**src/hdl/vsvc_pkg.sv**
```systemverilog
// ============================================================================
// Voxel surface classifier package
// Shared constants, register and action codes, the stage control struct and the coordinate width function.
// ============================================================================
package vsvc_pkg;

    localparam int MAX_SIZE_X_DEF  = 256;
    localparam int MAX_SIZE_Y_DEF  = 256;
    localparam int MAX_SIZE_Z_DEF  = 256;
    localparam int SAMPLE_BITS_DEF = 16;

    localparam int THRESHOLD_BITS  = 16;
    localparam int SIZE_BITS       = 9;
    localparam int SIZE_RESET      = 256;
    localparam int CFG_DATA_BITS   = 16;
    localparam int CFG_INDEX_BITS  = 2;

    typedef enum logic [CFG_INDEX_BITS-1:0] {
        REG_THRESHOLD = 2'd0,
        REG_SIZE_X    = 2'd1,
        REG_SIZE_Y    = 2'd2,
        REG_SIZE_Z    = 2'd3
    } cfg_reg_t;

    typedef enum logic {
        ACT_SAMPLE = 1'b0,
        ACT_FLUSH  = 1'b1
    } action_t;

    // Emit and last-voxel flags, which neighbours of the emitted voxel lie inside
    // the volume, plus the bit of the plane above when it arrives with the current request.
    typedef struct packed {
        logic emit;
        logic chk_xm;
        logic chk_xp;
        logic chk_ym;
        logic chk_yp;
        logic chk_zm;
        logic chk_zp;
        logic up_bit;
        logic last;
    } nbr_ctl_t;

    // Coordinate width for an axis of up to n voxels.
    function automatic int idx_bits(input int n);
        return (n > 1) ? $clog2(n) : 1;
    endfunction

endpackage

```
**src/hdl/vsvc_out_if.sv**
```systemverilog
// ============================================================================
// Voxel result channel
// Valid/ready channel carrying one classified voxel.
// ============================================================================
interface vsvc_out_if;
    logic valid;
    logic ready;
    logic is_foreground;
    logic is_surface;
    logic last_voxel;

    modport source (output valid, output is_foreground, output is_surface,
                    output last_voxel, input ready);
    modport sink   (input valid, input is_foreground, input is_surface,
                    input last_voxel, output ready);
endinterface

```
**src/hdl/vsvc_classify.sv**
```systemverilog
// ============================================================================
// Voxel neighbour compare
// Compares the window bits of the emitted voxel and holds the result register.
// ============================================================================
module vsvc_classify (
    input  logic               clk,
    input  logic               rst_n,
    input  vsvc_pkg::nbr_ctl_t ctl,
    input  logic               bit_c,
    input  logic               bit_zm,
    input  logic               bit_xm,
    input  logic               bit_xp,
    input  logic               bit_ym,
    input  logic               bit_yp,
    output logic               adv,
    vsvc_out_if.source         results
);
    import vsvc_pkg::*;

    nbr_ctl_t ctl_reg;
    logic     res_valid_reg;
    logic     fg_reg;
    logic     surf_reg;
    logic     last_reg;
    logic     surf;

    assign adv = !res_valid_reg || results.ready;

    always_comb
    begin
        surf = (ctl_reg.chk_xm && (bit_xm != bit_c))
            || (ctl_reg.chk_xp && (bit_xp != bit_c))
            || (ctl_reg.chk_ym && (bit_ym != bit_c))
            || (ctl_reg.chk_yp && (bit_yp != bit_c))
            || (ctl_reg.chk_zm && (bit_zm != bit_c))
            || (ctl_reg.chk_zp && (ctl_reg.up_bit != bit_c));
    end

    always_ff @(posedge clk or negedge rst_n)
    begin
        if (!rst_n)
        begin
            ctl_reg       <= '0;
            res_valid_reg <= 1'b0;
        end
        else if (adv)
        begin
            ctl_reg       <= ctl;
            res_valid_reg <= ctl_reg.emit;
        end
    end

    always_ff @(posedge clk)
    begin
        if (adv)
        begin
            fg_reg   <= bit_c;
            surf_reg <= surf;
            last_reg <= ctl_reg.last;
        end
    end

    assign results.valid         = res_valid_reg;
    assign results.is_foreground = fg_reg;
    assign results.is_surface    = surf_reg;
    assign results.last_voxel    = last_reg;
endmodule
```
**src/flat_wrapper.sv**
```systemverilog
// flat-port wrapper written by rule: the top's interface ports become plain ports
module vsvc_classify_flat import vsvc_pkg::*;
  (clk, rst_n, ctl, bit_c, bit_zm, bit_xm, bit_xp, bit_ym, bit_yp, adv, results_valid, results_is_foreground, results_is_surface, results_last_voxel, results_ready);
  vsvc_out_if results_i ();
  input  logic clk;
  input  logic rst_n;
  input  vsvc_pkg::nbr_ctl_t ctl;
  input  logic bit_c;
  input  logic bit_zm;
  input  logic bit_xm;
  input  logic bit_xp;
  input  logic bit_ym;
  input  logic bit_yp;
  output logic adv;
  output wire logic [$bits(results_i.valid)-1:0] results_valid;
  output wire logic [$bits(results_i.is_foreground)-1:0] results_is_foreground;
  output wire logic [$bits(results_i.is_surface)-1:0] results_is_surface;
  output wire logic [$bits(results_i.last_voxel)-1:0] results_last_voxel;
  input wire logic [$bits(results_i.ready)-1:0] results_ready;
  assign results_valid = results_i.valid;
  assign results_is_foreground = results_i.is_foreground;
  assign results_is_surface = results_i.is_surface;
  assign results_last_voxel = results_i.last_voxel;
  assign results_i.ready = results_ready;
  vsvc_classify u_core (.clk(clk), .rst_n(rst_n), .ctl(ctl), .bit_c(bit_c), .bit_zm(bit_zm), .bit_xm(bit_xm), .bit_xp(bit_xp), .bit_ym(bit_ym), .bit_yp(bit_yp), .adv(adv), .results(results_i));
endmodule
```
**config.mk**
```make
export PLATFORM = sky130hd
export DESIGN_NAME = vsvc_classify_flat
export DESIGN_NICKNAME = d
export VERILOG_FILES = /design/src/hdl/vsvc_pkg.sv /design/src/hdl/vsvc_out_if.sv /design/src/hdl/vsvc_classify.sv /design/src/flat_wrapper.sv
export SDC_FILE = /design/constraint.sdc
export NUM_CORES = 1
export LEC_CHECK = 0
export ABC_AREA = 1
export BUFFER_PORTS_ARGS = -buffer_cell sky130_fd_sc_hd__buf_2
export CAP_MARGIN = 0
export CORE_AREA = 2 2 39 41
export CTS_BUF_LIST = sky130_fd_sc_hd__clkbuf_8
export DETAILED_ROUTE_END_ITERATION = 12
export DIE_AREA = 0 0 41 43
export PLACE_DENSITY = 0.81
export SYNTH_ARGS = -nofsm -noshare
export SYNTH_HDL_FRONTEND = slang
export SYNTH_SLANG_ARGS = --single-unit
```
**constraint.sdc**
```tcl
create_clock -name clk -period 1.5 [get_ports clk]
set_clock_uncertainty 0.15 [all_clocks]
set_input_delay 0.225 -clock clk [delete_from_list [all_inputs] [get_ports clk]]
set_output_delay 0.225 -clock clk [all_outputs]
set_load 0.01 [all_outputs]
```
# After elaboration in Yosys (flattened, before gate mapping)
# Index checks and enable logic that the tools add are counted.
[word_totals] ff_bits=13 latchBits=0 mem_bits_rw=0 romBits=0 in_bits=18 elab_cells=32 mem_count=0
[op_classes] n_addsub=0 multipliers=0 div_mod_pow=0 magnitude_cmp=0 n_eq_ne=6 n_shift=0 mux=0 n_bitwise=0 n_reduce_logical=13
[op_table] op="1-bit logical AND" count=6
[op_table] op="1-bit logical OR" count=6
[op_table] op="1-bit != test" count=6
[op_table] op="1-bit logical NOT" count=1

# Depth between registers and ports, before layout
# Gate-level depths: netlist of the first run.
[logic_depth] ltp_word=7 ltp_mapped=7

# Least setup slack after synthesis of the first run
# No wires, ideal clock.
[synth_timing] path_type="register to register" startpoint="register u_core.res_valid_reg, in the netlist u_core.results.valid" endpoint="register u_core.fg_reg, in the netlist u_core.results.is_foreground, enable pin" setup_time_ps=301 t_arrival_ps=749 required_ps=1049 slack_ps=299 stages_incl_launch_ff=3 path_buffers=1 period_less_slack_ps=1201 cell_sequence="dfrtp_1 -> nand2_2 -> buf_6"
[synth_via] elab_chain_cells=2
[synth_rtl] item="start: declaration" line="vsvc_classify.sv:21" text="logic res_valid_reg;"
[synth_rtl] item="start signal: assignment" line="vsvc_classify.sv:49" text="res_valid_reg <= ctl_reg.emit;"
[synth_rtl] item="1-bit logical NOT" line="vsvc_classify.sv:27" text="assign adv = !res_valid_reg || results.ready;"
[synth_rtl] item="1-bit logical OR" line="vsvc_classify.sv:27"
[synth_rtl] item="named net adv" line="flat_wrapper.sv:14" text="output logic adv;"
[synth_rtl] item="end signal: assignment" line="vsvc_classify.sv:57" text="fg_reg <= bit_c;"
[synth_rtl] item="end: declaration" line="vsvc_classify.sv:22" text="logic fg_reg;"
# The timed path passes the listed nets, and every way through them passes these cells.
# A chain may end at the register's enable or synchronous reset.

# Worst setup path after layout of the first run
[layout_timing] startpoint="register u_core.res_valid_reg, in the netlist u_core.results.valid" endpoint="output adv"
[layout_via] elab_chain_cells=2
[layout_rtl] item="1-bit logical NOT" line="vsvc_classify.sv:27"
[layout_rtl] item="1-bit logical OR" line="vsvc_classify.sv:27"
[layout_rtl] item="end: declaration" line="flat_wrapper.sv:14"
# No other way between the ends.

==> results of run 1 <==
[cells in the final DEF, fill, tap and decap left out, drive strengths merged]
master       netlist  routed
a21oi              1       1
buf                2      22
clkbuf             0       3
dfrtp             10      10
dlygate4sd3        0       1
edfxtp             3       3
inv               10      11
nand2             31      31
nand3              9       9
nor2               3       3
o21ai              4       4
or2                1       1
[worst max-delay path by stage]
stage,cells past startpoint,from,slack (ns),to
2_1_floorplan,2,u_core.results.valid$_DFFE_PN0P_,0.30,u_core.results.is_foreground$_DFFE_PP_
3_3_place_gp,2,u_core.results.valid$_DFFE_PN0P_,0.21,adv
3_5_place_dp,4,results_ready,0.17,adv
4_1_cts,2,u_core.results.valid$_DFFE_PN0P_,0.02,adv
5_1_grt,2,u_core.results.valid$_DFFE_PN0P_,0.01,adv
6_report,2,u_core.results.valid$_DFFE_PN0P_,0.06,adv
[per-stage QoR]
step                      utilization  setup slack (ns)  cell area [µm²]  cells  power (mW)
after global placement          0.524             0.212              726    110       0.595
after global routing            0.569            0.0102              787    115       0.954
after floorplan                     -             0.299              618     74       0.546
final                           0.569            0.0627              787    115       0.897
after CTS                       0.568            0.0199              786    115       0.911
after detailed placement        0.524             0.169              726    110       0.604
[per-layer routing]
| layer | GRT usage | vias to the layer above | wire length [µm] |
|---|---|---|---|
| li1 | - | 278 | - |
| met2 | 0.259 | 11 | 648 |
| met1 | 0.196 | 242 | 486 |
| met5 | 0 | - | 0 |
| met4 | 0.140 | 0 | 24 |
| met3 | 0.0314 | 2 | 33 |
[cells by family (layout without fill, tap and decap cells)]
group	Yosys count	count (layout)	synth area share
flip-flops	13	13	0.551
AND/OR/NAND/NOR	44	44	0.294
AO/OA/AOI/OAI	5	5	0.0587
buffers and inverters	12	37	0.0972
[area by class of cell]
cell class,count,area share
Inverter,10,0.0477
Timing Repair Buffer,23,0.153
Clock buffer,3,0.0525
Clock inverter,1,0.00477
Tap cell,16,0.0254
Multi-Input combinational cell,49,0.283
Sequential cell,13,0.434
[worst min-delay path, cell delays in order]
cell and delay, ns:
buf_2 0.07, nand2_1 0.04, nand2_1 0.04
[power groups by stage]
stage / registers [mW] / logic, mW / clock network (mW)
global route: 0.444 / 0.188 / 0.322
CTS: 0.438 / 0.165 / 0.307
finish: 0.440 / 0.162 / 0.295
detailed placement: 0.443 / 0.161 / 0
global placement: 0.441 / 0.154 / 0
floorplan: 0.446 / 0.0997 / 0
[timing repair]
action                                  in CTS  in global routing
gates resized for setup                      1                  1
buffers inserted                             0                  0
pin swaps                                    0                  1
hold endpoints to repair                    10                  0
cloned                                       0                  0
hold buffers                                 1                  0
endpoints found under the setup margin       1                  1
==> flow_summary.yaml, run 1 <==
worst_setup_path:
  cp.buffers_inverters: 1
  worstReg2RegEnd: "u_core.results.is_surface$_DFFE_PP_"
  slowest_delay_ns: 0.45
  r2r_slack_ns: 0.36
  cp_top_family: "flip-flops"
  cp-start-kind: "register"
  cp.required_ns: 1.12
  timing.rr.start: "u_core.ctl_reg[1]$_DFFE_PN0P_"
  cp_data_arrival_time_ns: 1.06
  critPathCaptureType: "output port"
  cp_slowest_cell: "dfrtp_2"
  crit_chain: "nand2_4 -> buf_2"
  crit_type: "reg2out"
  reg2reg_depth: 6
  cp_max_fo: 18
placed_design:
  place.gp.congestion: 0.728
  portBuffers: 22
  hpwl_um: 916
clocking:
  cts_buffer_depth: 2
  cts_tree: "done"
  cts_htree_levels: 1
  clk_latency_ns: 0.24
  clk_pin_slew_ns: 0.05
  clock-sinks: 13
  numCtsBuffers: 3
  root_buffer: "clkbuf_8"
logic_synthesis:
  postSynthCellCount: 74
  synth.cell_area_um2: 618
  syn_area_per_cell_um2: 8.35
  ys_seq_elements: 13
  synth_common_cells: "nand2_1, dfrtp_1, inv_1, nand3_1"
  ys_seq_area_frac: 0.551
  synth_flop_cell: "dfrtp_1"
  async_flop_share: 0.769
  synth.distinct_cells: 13
  synth_most_common_cell: "nand2_1"
  synth-edff-count: 3
  netlist.area_leader.share: 0.405
  syn_nets: 92
  ys_warn_count: 0
  synth_area_leaders: "dfrtp_1, nand2_1, edfxtp_1"
  yosys.area.top_type: "dfrtp_1"
cells_and_area:
  area_growth_syn_to_layout_pct: 27.3
  multiInputGateArea_um2: 223
  seq_area_um2: 342
  largest_reg_flops: 9
  diodes: 0
  fillers: 138
  drive_above_1_share: 0.313
  nets: 118
grt:
  grt_max_degree: 19
  antenna_found_initial: 0
  grt_pass1_wl_um: 1950
  grt.overflow.total: 0
  grt_pass1_vias: 482
  track_usage: 0.171
pwr:
  power_frac_seq: 0.491
  p_sw_mw: 0.237
  irDropWorstVdd_v: 0.000603
  power_frac_clock: 0.329
  comb_power_share: 0.181
  powerDensity_mw_per_mm2: 1140
  p_leak_nw: 0.441
  swShare: 0.264
  p_int_mw: 0.660
floorplanning:
  fp.dieH_um: 43
  design.core.area_mm2: 0.00138
  fp.dieW_um: 41
  start_util: 0.447
  fp.dieArea_mm2: 0.00176
  rows: 14
  io_pins: 23
route:
  drtAntennaViolNets: 0
  vias: 533
  wire_per_inst_um: 10.4
  drc: 0
  routed_wl_um: 1190
  vias_per_cell: 4.63
  drt_pass1_iterations: 4
  drt-initial-drc-count: 6
job:
  max_cap_violations: 0
timing:
  slew_headroom: 0.852
  rsz0062_at_grt: "no"
  fin_hold_ws_ns: 0.0317
  min_period_over_period: 0.958
  tns_ns: 0
  max_slew.worst_pin.slew_ns: 0.222
  drv_slew: 0
  finalHoldViolations: 0
  fmax_mhz: 696
  setup-violations-final: 0
  layout_min_cycle_time_ns: 1.44
min_path:
  worst_hold_path.num_cells: 3
  worstHoldPathType: "in2reg"
  holdCritStartpoint: "ctl[5]"
  hold_end: "u_core.ctl_reg[5]$_DFFE_PN0P_"
status:
  outcome: "finished clean"
Note: power is estimated with default switching activity, not from simulation.
==> inputs of run 2 (changes only) <==
Settings changed: CORE_AREA 2 2 39 41 to not set, CORE_UTILIZATION set to 46, CTS_BUF_LIST sky130_fd_sc_hd__clkbuf_8 to not set, DIE_AREA 0 0 41 43 to not set, PLACE_DENSITY 0.81 to 0.8.
==> run 2 against run 1 <==
Critical path depth did not move. Largest power group unchanged. Worst setup slack improved by 0.048 ns. Final area grew 4.8%. Largest cell class unchanged. Critical endpoint unchanged.
==> flow_summary.yaml, run 2 (synthesized netlist as in run 1, its figures left out) <==
grt:
  grt.busiest_layer: "met2"
  grt_pass1_vias: 508
  grt.overflow.total: 0
  grt_util_met2: 0.317
  met3_usage: 0.0173
  grt_pass1_wl_um: 2010
  grtUsageMet1: 0.278
  antenna_found_initial: 0
  track_usage: 0.202
  grt_max_degree: 12
clocking:
  cts_tree: "done"
  numCtsBuffers: 3
  clock-sinks: 13
  cts_buffer_depth: 2
  root_buffer: "clkbuf_4"
  cts_htree_levels: 1
  clk_pin_slew_ns: 0.08
  clk_latency_ns: 0.27
cells_and_area:
  nets: 124
  fillers: 111
  area_growth_syn_to_layout_pct: 33.4
  seq_area_um2: 342
  multiInputGateArea_um2: 223
  largest_reg_flops: 9
  final_common_cell: "nand2_1"
  mostFrequentLayoutCells: "nand2_1, buf_2, inv_1, nand3_1, dfrtp_1"
  drive_above_1_share: 0.314
  diodes: 0
route:
  vias_per_cell: 4.64
  routed_wl_um: 1210
  drt-initial-drc-count: 2
  vias: 552
  drc: 0
  drt_pass1_iterations: 3
  wire_per_inst_um: 10.2
  drtAntennaViolNets: 0
placed_design:
  place.gp.congestion: 0.752
  pre_cts_ws_ns: 0.271
  hpwl_um: 883
  portBuffers: 22
timing:
  fmax_mhz: 720
  setup_slack_ns: 0.111
  min_period_over_period: 0.926
  setup-violations-final: 0
  rsz0062_at_grt: "no"
  tns_ns: 0
  finalHoldViolations: 0
  max_slew.worst_pin.slew_ns: 0.236
  drv_slew: 0
  layout_min_cycle_time_ns: 1.39
  slew_headroom: 0.843
worst_setup_path:
  cp_max_fo: 8
  critPathCaptureType: "output port"
  cp_data_arrival_time_ns: 1.01
  cp-start-kind: "register"
  cp.required_ns: 1.12
  crit_type: "reg2out"
pwr:
  power_frac_clock: 0.254
  total_power_mw: 0.825
  powerDensity_mw_per_mm2: 1000
  p_leak_nw: 0.457
  swShare: 0.286
  p_int_mw: 0.590
  p_sw_mw: 0.236
  power_frac_seq: 0.531
  irDropWorstVdd_v: 0.000618
  comb_power_share: 0.215
floorplanning:
  start_util: 0.528
  io_pins: 23
  design.core.area_mm2: 0.00117
  fp.dieH_um: 38.7
  fp.dieArea_mm2: 0.00149
  rows: 12
  fp.dieW_um: 38.7
min_path:
  worstHoldPathType: "in2reg"
job:
  max_cap_violations: 0
status:
  outcome: "finished clean"
run 2: final timing paths:
check	startpoint	endpoint	slack (ns)	cells after the start
setup / recovery	u_core.results.valid$_DFFE_PN0P_	adv	0.11	2
hold / removal	ctl[7]	u_core.ctl_reg[7]$_DFFE_PN0P_	0.01	3
setup reg to reg	u_core.ctl_reg[1]$_DFFE_PN0P_	u_core.results.is_surface$_DFFE_PP_	0.32	6
hold reg to reg	u_core.ctl_reg[0]$_DFFE_PN0P_	u_core.results.last_voxel$_DFFE_PP_	0.31	0
max in group asynchronous	rst_n	u_core.results.valid$_DFFE_PN0P_	0.80	2
min in group asynchronous	rst_n	u_core.ctl_reg[3]$_DFFE_PN0P_	0.19	2
run 2: critical path, stage by stage (launching register included):
cell and delay, ns:
dfrtp_2 0.46, nand2_4 0.13, buf_2 0.15
run 2: repair_timing:
item | 4_1_cts | 5_1_grt
resized for setup | 0 | 2
setup endpoints to repair | 0 | 1
setup buffers | 0 | 0
hold buffers | 4 | 2
endpoints found under the hold margin | 13 | 2
run 2: power groups by stage:
stage | combinational (mW) | clock, mW | sequential, mW
2_1_floorplan | 0.0997 | 0 | 0.446
3_3_place_gp | 0.159 | 0 | 0.442
3_5_place_dp | 0.163 | 0 | 0.443
4_1_cts | 0.173 | 0.216 | 0.436
5_1_grt | 0.202 | 0.242 | 0.444
6_report | 0.177 | 0.209 | 0.438
run 2: final cells by class:
type / count / area share
clock buffers: 3 / 0.0273
multi-input cells: 49 / 0.270
clock inverters: 1 / 0.00607
well taps: 14 / 0.0212
flip-flops and latches: 13 / 0.414
inverters: 10 / 0.0455
repair buffers: 29 / 0.215
run 2: stage by stage:
stage,std cells,hold slack (ns),instance area [µm²],util
2_1_floorplan,74,-0.221,618,-
3_3_place_gp,109,-0.0557,731,0.624
3_5_place_dp,109,-0.0488,731,0.624
4_1_cts,117,0.00234,798,0.682
5_1_grt,119,0.00582,825,0.704
6_report,119,0.0112,825,0.704
run 2: metal layers:
metal	vias to the layer above	wire length [µm]
met5	-	0
li1	289	-
met4	0	10
met2	15	581
met3	2	50
met1	246	569
