[src/hdl/vsvc_pkg.sv]
// ============================================================================
// Voxel surface classifier package
// Shared constants, register and action codes, the stage control struct and the coordinate width function.
// ============================================================================
package vsvc_pkg;

    localparam int MAX_SIZE_X_DEF  = 256;
    localparam int MAX_SIZE_Y_DEF  = 256;
    localparam int MAX_SIZE_Z_DEF  = 256;
    localparam int SAMPLE_BITS_DEF = 16;

    localparam int THRESHOLD_BITS  = 16;
    localparam int SIZE_BITS       = 9;
    localparam int SIZE_RESET      = 256;
    localparam int CFG_DATA_BITS   = 16;
    localparam int CFG_INDEX_BITS  = 2;

    typedef enum logic [CFG_INDEX_BITS-1:0] {
        REG_THRESHOLD = 2'd0,
        REG_SIZE_X    = 2'd1,
        REG_SIZE_Y    = 2'd2,
        REG_SIZE_Z    = 2'd3
    } cfg_reg_t;

    typedef enum logic {
        ACT_SAMPLE = 1'b0,
        ACT_FLUSH  = 1'b1
    } action_t;

    // Emit and last-voxel flags, which neighbours of the emitted voxel lie inside
    // the volume, plus the bit of the plane above when it arrives with the current request.
    typedef struct packed {
        logic emit;
        logic chk_xm;
        logic chk_xp;
        logic chk_ym;
        logic chk_yp;
        logic chk_zm;
        logic chk_zp;
        logic up_bit;
        logic last;
    } nbr_ctl_t;

    // Coordinate width for an axis of up to n voxels.
    function automatic int idx_bits(input int n);
        return (n > 1) ? $clog2(n) : 1;
    endfunction

endpackage

[src/hdl/vsvc_in_if.sv]
// ============================================================================
// Voxel request channel
// Valid/ready channel carrying one voxel sample or one flush tick.
// ============================================================================
interface vsvc_in_if #(
    parameter int SAMPLE_BITS = vsvc_pkg::SAMPLE_BITS_DEF
);
    logic                   valid;
    logic                   ready;
    logic                   action;
    logic [SAMPLE_BITS-1:0] sample;

    modport source (output valid, output action, output sample, input ready);
    modport sink   (input valid, input action, input sample, output ready);
endinterface

[src/hdl/vsvc_scan.sv]
// ============================================================================
// Voxel scan control
// Input register, raster position counters, binarization, window addresses.
// ============================================================================
module vsvc_scan #(
    parameter int XW          = vsvc_pkg::idx_bits(vsvc_pkg::MAX_SIZE_X_DEF),
    parameter int YW          = vsvc_pkg::idx_bits(vsvc_pkg::MAX_SIZE_Y_DEF),
    parameter int ZW          = vsvc_pkg::idx_bits(vsvc_pkg::MAX_SIZE_Z_DEF),
    parameter int SAMPLE_BITS = vsvc_pkg::SAMPLE_BITS_DEF
) (
    input  logic                                clk,
    input  logic                                rst_n,
    input  logic                                adv,
    input  logic                                clear,
    vsvc_in_if.sink                             voxels,
    input  logic [vsvc_pkg::THRESHOLD_BITS-1:0] threshold,
    input  logic [XW-1:0]                       x_last,
    input  logic [YW-1:0]                       y_last,
    input  logic [ZW-1:0]                       z_last,
    output logic                                wr_en,
    output logic [XW+YW:0]                      wr_addr,
    output logic                                wr_bit,
    output logic [XW+YW:0]                      rd_c,
    output logic [XW+YW:0]                      rd_zm,
    output logic [XW+YW:0]                      rd_xm,
    output logic [XW+YW:0]                      rd_xp,
    output logic [XW+YW:0]                      rd_ym,
    output logic [XW+YW:0]                      rd_yp,
    output vsvc_pkg::nbr_ctl_t                  ctl
);
    import vsvc_pkg::*;

    localparam int CW = (SAMPLE_BITS > THRESHOLD_BITS) ? SAMPLE_BITS : THRESHOLD_BITS;

    logic                   s1_valid_reg;
    logic                   s1_action_reg;
    logic [SAMPLE_BITS-1:0] s1_sample_reg;

    logic [XW-1:0] ix_reg, ix_next, ox_reg, ox_next;
    logic [YW-1:0] iy_reg, iy_next, oy_reg, oy_next;
    logic [ZW-1:0] iz_reg, iz_next, oz_reg, oz_next;
    logic          in_done_reg, in_done_next;

    logic fire, is_sample, fg, emit_sample, emit_flush, emit;
    logic ix_end, iy_end, iz_end, ox_end, oy_end, oz_end, out_final;

    assign voxels.ready = adv || !s1_valid_reg;

    always_ff @(posedge clk or negedge rst_n)
    begin
        if (!rst_n)
        begin
            s1_valid_reg <= 1'b0;
        end
        else if (voxels.ready)
        begin
            s1_valid_reg <= voxels.valid;
        end
    end

    always_ff @(posedge clk)
    begin
        if (voxels.ready && voxels.valid)
        begin
            s1_action_reg <= voxels.action;
            s1_sample_reg <= voxels.sample;
        end
    end

    assign fire        = s1_valid_reg && adv;
    assign is_sample   = (s1_action_reg == ACT_SAMPLE);
    assign fg          = CW'(s1_sample_reg) > CW'(threshold);
    assign wr_en       = fire && is_sample && !in_done_reg;
    assign emit_sample = wr_en && (iz_reg != '0);
    assign emit_flush  = fire && !is_sample && in_done_reg;
    assign emit        = emit_sample || emit_flush;

    assign ix_end    = (ix_reg == x_last);
    assign iy_end    = (iy_reg == y_last);
    assign iz_end    = (iz_reg == z_last);
    assign ox_end    = (ox_reg == x_last);
    assign oy_end    = (oy_reg == y_last);
    assign oz_end    = (oz_reg == z_last);
    assign out_final = ox_end && oy_end && oz_end;

    always_comb
    begin
        ix_next      = ix_reg;
        iy_next      = iy_reg;
        iz_next      = iz_reg;
        ox_next      = ox_reg;
        oy_next      = oy_reg;
        oz_next      = oz_reg;
        in_done_next = in_done_reg;

        if (wr_en)
        begin
            if (!ix_end)
            begin
                ix_next = ix_reg + XW'(1);
            end
            else
            begin
                ix_next = '0;
                if (!iy_end)
                begin
                    iy_next = iy_reg + YW'(1);
                end
                else
                begin
                    iy_next = '0;
                    if (!iz_end)
                    begin
                        iz_next = iz_reg + ZW'(1);
                    end
                    else
                    begin
                        iz_next      = '0;
                        in_done_next = 1'b1;
                    end
                end
            end
        end

        if (emit)
        begin
            if (!ox_end)
            begin
                ox_next = ox_reg + XW'(1);
            end
            else
            begin
                ox_next = '0;
                if (!oy_end)
                begin
                    oy_next = oy_reg + YW'(1);
                end
                else
                begin
                    oy_next = '0;
                    if (!oz_end)
                    begin
                        oz_next = oz_reg + ZW'(1);
                    end
                    else
                    begin
                        // Final voxel drained: the next sample opens a new volume.
                        oz_next      = '0;
                        in_done_next = 1'b0;
                    end
                end
            end
        end

        if (clear)
        begin
            ix_next      = '0;
            iy_next      = '0;
            iz_next      = '0;
            ox_next      = '0;
            oy_next      = '0;
            oz_next      = '0;
            in_done_next = 1'b0;
        end
    end

    always_ff @(posedge clk or negedge rst_n)
    begin
        if (!rst_n)
        begin
            ix_reg      <= '0;
            iy_reg      <= '0;
            iz_reg      <= '0;
            ox_reg      <= '0;
            oy_reg      <= '0;
            oz_reg      <= '0;
            in_done_reg <= 1'b0;
        end
        else
        begin
            ix_reg      <= ix_next;
            iy_reg      <= iy_next;
            iz_reg      <= iz_next;
            ox_reg      <= ox_next;
            oy_reg      <= oy_next;
            oz_reg      <= oz_next;
            in_done_reg <= in_done_next;
        end
    end

    // The window holds two plane slots selected by the low bit of z.
    assign wr_bit  = fg;
    assign wr_addr = {iz_reg[0], iy_reg, ix_reg};
    assign rd_c    = {oz_reg[0], oy_reg, ox_reg};
    assign rd_zm   = {~oz_reg[0], oy_reg, ox_reg};
    assign rd_xm   = {oz_reg[0], oy_reg, ox_reg - XW'(1)};
    assign rd_xp   = {oz_reg[0], oy_reg, ox_reg + XW'(1)};
    assign rd_ym   = {oz_reg[0], oy_reg - YW'(1), ox_reg};
    assign rd_yp   = {oz_reg[0], oy_reg + YW'(1), ox_reg};

    always_comb
    begin
        ctl.emit   = emit;
        ctl.chk_xm = (ox_reg != '0);
        ctl.chk_xp = !ox_end;
        ctl.chk_ym = (oy_reg != '0);
        ctl.chk_yp = !oy_end;
        ctl.chk_zm = (oz_reg != '0);
        ctl.chk_zp = emit_sample;
        ctl.up_bit = fg;
        ctl.last   = out_final;
    end
endmodule

[src/flat_wrapper.sv]
// flat-port wrapper written by rule: the top's interface ports become plain ports
module vsvc_scan_flat import vsvc_pkg::*;
#(
    parameter int XW          = vsvc_pkg::idx_bits(vsvc_pkg::MAX_SIZE_X_DEF),
    parameter int YW          = vsvc_pkg::idx_bits(vsvc_pkg::MAX_SIZE_Y_DEF),
    parameter int ZW          = vsvc_pkg::idx_bits(vsvc_pkg::MAX_SIZE_Z_DEF),
    parameter int SAMPLE_BITS = vsvc_pkg::SAMPLE_BITS_DEF
)
  (clk, rst_n, adv, clear, threshold, x_last, y_last, z_last, wr_en, wr_addr, wr_bit, rd_c, rd_zm, rd_xm, rd_xp, rd_ym, rd_yp, ctl, voxels_valid, voxels_action, voxels_sample, voxels_ready);
  vsvc_in_if #(.SAMPLE_BITS(SAMPLE_BITS)) voxels_i ();
  input  logic clk;
  input  logic rst_n;
  input  logic adv;
  input  logic clear;
  input  logic [vsvc_pkg::THRESHOLD_BITS-1:0] threshold;
  input  logic [XW-1:0] x_last;
  input  logic [YW-1:0] y_last;
  input  logic [ZW-1:0] z_last;
  output logic wr_en;
  output logic [XW+YW:0] wr_addr;
  output logic wr_bit;
  output logic [XW+YW:0] rd_c;
  output logic [XW+YW:0] rd_zm;
  output logic [XW+YW:0] rd_xm;
  output logic [XW+YW:0] rd_xp;
  output logic [XW+YW:0] rd_ym;
  output logic [XW+YW:0] rd_yp;
  output vsvc_pkg::nbr_ctl_t ctl;
  input wire logic [$bits(voxels_i.valid)-1:0] voxels_valid;
  input wire logic [$bits(voxels_i.action)-1:0] voxels_action;
  input wire logic [$bits(voxels_i.sample)-1:0] voxels_sample;
  output wire logic [$bits(voxels_i.ready)-1:0] voxels_ready;
  assign voxels_i.valid = voxels_valid;
  assign voxels_i.action = voxels_action;
  assign voxels_i.sample = voxels_sample;
  assign voxels_ready = voxels_i.ready;
  vsvc_scan #(.XW(XW), .YW(YW), .ZW(ZW), .SAMPLE_BITS(SAMPLE_BITS)) u_core (.clk(clk), .rst_n(rst_n), .adv(adv), .clear(clear), .voxels(voxels_i), .threshold(threshold), .x_last(x_last), .y_last(y_last), .z_last(z_last), .wr_en(wr_en), .wr_addr(wr_addr), .wr_bit(wr_bit), .rd_c(rd_c), .rd_zm(rd_zm), .rd_xm(rd_xm), .rd_xp(rd_xp), .rd_ym(rd_ym), .rd_yp(rd_yp), .ctl(ctl));
endmodule
[config.mk]
export PLATFORM = sky130hd
export DESIGN_NAME = vsvc_scan_flat
export DESIGN_NICKNAME = d
export VERILOG_FILES = /design/src/hdl/vsvc_pkg.sv /design/src/hdl/vsvc_in_if.sv /design/src/hdl/vsvc_scan.sv /design/src/flat_wrapper.sv
export SDC_FILE = /design/constraint.sdc
export NUM_CORES = 1
export LEC_CHECK = 0
export BUFFER_PORTS_ARGS = -buffer_cell sky130_fd_sc_hd__buf_2
export CAP_MARGIN = 5
export CORE_AREA = 2 2 74 147
export CTS_CLUSTER_SIZE = 28
export DETAILED_ROUTE_END_ITERATION = 10
export DIE_AREA = 0 0 76 149
export PLACE_DENSITY_LB_ADDON = 0.08
export SYNTH_ARGS = -nofsm -noshare
export SYNTH_HDL_FRONTEND = slang
export SYNTH_SLANG_ARGS = --single-unit
[constraint.sdc]
create_clock -name clk -period 6.4 [get_ports clk]
set_input_delay 1.28 -clock clk [delete_from_list [all_inputs] [get_ports clk]]
set_output_delay 1.28 -clock clk [all_outputs]
set_load 0.02 [all_outputs]
# --- Word level (Yosys, flattened, before mapping) ---
# Index checks and enable logic that the tools add are counted.
totals:
  regBits: 67
  inputBits: 62
  output_inout_bits: 131
  word_cells: 89
op_classes:
  addsub: 8
  n_lt_le_gt_ge: 1
  eq_ne: 6
  mux: 33
  n_bitwise: 2
  n_reduce_logical: 29
ops:
  columns: ["cell", "n"]
  rows:
  - ["8-bit 2-to-1 mux", 24]
  - ["8-bit by 1-bit adder with 8-bit output (second input constant)", 6]
  - ["8-bit equality test", 6]
  - ["8-bit nonzero test", 4]
  - ["16-bit > comparator", 1]
  - ["8-bit by 1-bit subtractor with 8-bit output (second input constant)", 2]
  - ["2-bit nonzero test", 6]
  - ["1-bit logical AND", 9]
  - ["1-bit 2-to-1 mux", 9]
  - ["3-bit AND reduction", 2]
  - ["1-bit zero test", 4]
  - ["2-bit AND reduction", 2]
  - ["1-bit logical OR", 2]
  - ["1-bit NOT", 2]

# --- Logic depth before layout (Yosys ltp) ---
depth:
  word_depth: 10
  ltp_mapped: 9
  mapped_depth_nobuf: 8

# --- Worst setup path after synthesis ---
# OpenSTA, ideal clock, no wires.
synth_timing:
  path_type: "in2out"
  from: "input port threshold[9] (netlist name)"
  to: "output port ctl[1] (netlist name)"
  arrival_ns: 2.725
  t_required_ns: 5.120
  setup_slack_ns: 2.395
  stages: 9
  cell_sequence: "inv_1 ha_1 a21o_1 a21o_1 a211oi_1 o22a_1 nand3_1 o31a_1 buf_4"
synth_via:
  elab_chain_cells: 1
synth_rtl:
  columns: ["element", "line_no", "text"]
  rows:
  - ["from (decl)", "flat_wrapper.sv:15", "input logic [vsvc_pkg::THRESHOLD_BITS-1:0] threshold;"]
  - ["16-bit > comparator", "vsvc_scan.sv:72", "assign fg = CW'(s1_sample_reg) > CW'(threshold);"]
  - ["to (decl)", "flat_wrapper.sv:28", "output vsvc_pkg::nbr_ctl_t ctl;"]
# No other way between the ends.

# --- Worst setup path in the final report ---
layout_timing:
  from: "input port threshold[9] (netlist name)"
  to: "output port wr_bit"
layout_via:
  elab_chain_cells: 1
layout_rtl:
  columns: ["element", "line_no", "text"]
  rows:
  - ["16-bit > comparator", "vsvc_scan.sv:72", null]
  - ["to (decl)", "flat_wrapper.sv:21", "output logic wr_bit;"]
# No other way between the ends.

==> impl_metrics.env <==
export IMPL_outcome="finished clean"
export IMPL_path_clk_slew_ns=0.05
export IMPL_ir_worst_vdd_mv=0.125
export IMPL_place_inst=801
export IMPL_antenna_found_initial=0
export IMPL_hold_buffers=0
export IMPL_setup_tns_final_ns=0
export IMPL_die_height_um=149
export IMPL_cp_max_fo=2
export IMPL_start_util_pct=48.7
export IMPL_die_area_um2=11300
export IMPL_yosysSeqAreaShare_pct=35.2
export IMPL_synth_edf_count=17
export IMPL_cts_setup_buffers=0
export IMPL_drive_gt1_share_pct=33.2
export IMPL_gp_congestion=0.828
export IMPL_cap_violations=0
export IMPL_clockBufferDepth=2
export IMPL_vias=4162
export IMPL_syn_nets=641
export IMPL_hpwl_mm=8.96
export IMPL_rsz0062_at_grt="false"
export IMPL_p_seq_share_pct=42.2
export IMPL_postCtsResizedCells=0
export IMPL_port_buffers=192
export IMPL_synth_xor_area_share_pct=13.6
export IMPL_p_leak_nw=2.93
export IMPL_yosys_area_share_adder_pct=7.00
export IMPL_grt_max_degree=51
export IMPL_setup_worst_path_end_class="output pin"
export IMPL_syn_to_final_growth_pct=17.7
export IMPL_drc=0
export IMPL_ys_warn_count=0
export IMPL_ios=193
export IMPL_layout_commonest_cell="buf_2"
export IMPL_async_reset_ff_share_pct=74.6
export IMPL_multi_input_area_um2=2550
export IMPL_synth_mux_area_share_pct=0.400
export IMPL_layout_common_cells="buf_2 (192), xnor2_1 (58), dfrtp_1 (50)"
export IMPL_power_density_nw_per_um2=192
export IMPL_clock_sinks=67
export IMPL_synth_seq_cells=67
export IMPL_synth_compound_area_share_pct=11.6
export IMPL_cts_tree="yes"
export IMPL_slew_viol_final=0
export IMPL_cp_required_ns=5.12
export IMPL_ant_nets=0
export IMPL_synthFlopType="dfrtp_1"
export IMPL_drt_iter0_markers=262
export IMPL_p_sw_share_pct=26.8
export IMPL_pwr_share_clk_pct=42.7
export IMPL_max_freq_mhz=246
export IMPL_core_area_um2=10300
export IMPL_vias_per_cell=5.09
export IMPL_comb_power_share_pct=15.1
export IMPL_hold_viol=0
export IMPL_final_core_util_pct=57.3
export IMPL_cts_root_buf="clkbuf_16"
export IMPL_grt_pass1_wl_mm=18.7
export IMPL_fin_skew_ns=0.00428
export IMPL_final_cell_area_um2=5890
export IMPL_synthSimpleGateAreaFrac_pct=18.3
export IMPL_nFillCells=957
export IMPL_intPower_mw=0.829
export IMPL_overflow=0
export IMPL_die_w_um=76
export IMPL_synth_top_family_by_area="simple AND/OR/NAND/NOR gates"
export IMPL_final_period_utilization_pct=63.6
export IMPL_cts_buffers=9
export IMPL_largest_register_ffs=16
export IMPL_ys_types=64
export IMPL_hold_path_class="flop to flop"
export IMPL_avgSynthCellArea_um2=9.09
export IMPL_rows=53
export IMPL_diodes=0
export IMPL_syn_inst=551
export IMPL_clk_latency_ns=0.33
export IMPL_grt_total_usage_pct=20.4
export IMPL_instances_no_fill=817
export IMPL_crit_arrival_ns=2.79
export IMPL_wl_per_cell_um=14.4
export IMPL_power_switching_mw=0.303
export IMPL_synthesis_area_um2=5010
export IMPL_relSlewSlack_pct=45.7
export IMPL_worst_pin_slew_ns=0.815
export IMPL_drt_first_pass_iters=7
export IMPL_min_period_ns=4.07
export IMPL_setup_viol=0
export IMPL_crit_type="primary input to output pin"
export IMPL_fin_nets=765
export IMPL_place_area_um2=5610
export IMPL_wirelength_mm=11.8
export IMPL_grt_pass1_vias=3791
export IMPL_cts_max_level=3
export IMPL_critPathLaunchType="primary input"
export IMPL_area_sequential_um2=1760
## power by group through the flow
stage          clock network [mW]  registers [mW]  logic [mW]
2_1_floorplan                   0           0.482       0.115
3_3_place_gp                    0           0.485       0.171
3_5_place_dp                    0           0.485       0.173
4_1_cts                     0.495           0.477       0.174
5_1_grt                     0.517           0.480       0.192
6_report                    0.484           0.477       0.171
## cell families (layout without fill, tap and decap cells)
kind of cell	count (synthesis)	in the layout
simple gates	172	172
xor+xnor	77	77
compound gates	84	84
flops	67	67
mux	2	2
fa+ha+maj	28	28
buf+inv	121	250
## synthesized netlist by cell type, types with 5 or more instances
master | instances | share of area, %
a22o_1 | 8 | 1.4
nor2_1 | 30 | 2.2
and3_1 | 7 | 0.87
xor2_1 | 18 | 3.1
inv_1 | 40 | 3.0
nand3_1 | 25 | 2.5
buf_4 | 60 | 9.0
a21o_1 | 5 | 0.75
o21ai_0 | 24 | 2.4
o31ai_1 | 6 | 0.90
xnor2_1 | 58 | 10
edfxtp_1 | 17 | 10
dfrtp_1 | 50 | 25
nor3_1 | 8 | 0.80
nand2_1 | 43 | 3.2
clkbuf_1 | 13 | 0.97
nand2b_1 | 9 | 1.1
ha_1 | 28 | 7.0
a21oi_1 | 12 | 1.2
nand4_1 | 14 | 1.7
## worst max-delay path, stage by stage
cell      delay (ns)
buf_2           0.07
inv_1           0.03
ha_1            0.29
a21o_1          0.18
a21o_1          0.17
a211oi_1        0.24
o22a_1          0.18
nand3_1         0.07
o31a_1          0.12
buf_2           0.16
## worst paths after layout
path                                                start  depth (start not counted)  slack (ns)                           end
max                                          threshold[9]                         10        2.33                        wr_bit
min                          u_core.iz_reg[7]$_DFFE_PN0P_                          1        0.57  u_core.iz_reg[7]$_DFFE_PN0P_
max reg2reg                u_core.s1_action_reg$_DFFE_PP_                          6        3.91  u_core.oy_reg[3]$_DFFE_PN0P_
min reg2reg                  u_core.iz_reg[7]$_DFFE_PN0P_                          1        0.57  u_core.iz_reg[7]$_DFFE_PN0P_
max in group asynchronous                           rst_n                          2        4.88  u_core.iz_reg[4]$_DFFE_PN0P_
min in group asynchronous                           rst_n                          2        1.05  u_core.ox_reg[4]$_DFFE_PN0P_
## layout make-up
type	count	area share, %
inverters	41	2.61
flip-flops and latches	67	29.9
well taps	137	2.91
clock inverters	5	0.913
multi-input cells	363	43.3
repair buffers	193	16.4
clock buffers	11	3.95
## stage by stage
step / worst slack (ns) / power (mW) / hold WS, ns
after floorplan: 2.39 / 0.597 / 0.505
after global placement: 2.37 / 0.656 / 0.559
after detailed placement: 2.34 / 0.657 / 0.563
after CTS: 2.33 / 1.15 / 0.570
after global routing: 2.24 / 1.19 / 0.601
final: 2.33 / 1.13 / 0.569
## metal layers
| metal | global-route usage, % | vias up | wire [µm] |
|---|---|---|---|
| li1 | - | 2079 | - |
| met3 | 3.39 | 14 | 619 |
| met1 | 27.0 | 1930 | 5130 |
| met2 | 33.5 | 139 | 5800 |
| met5 | 0 | - | 0 |
| met4 | 8.00 | 0 | 217 |
Note: power is estimated with default switching activity, not from simulation.
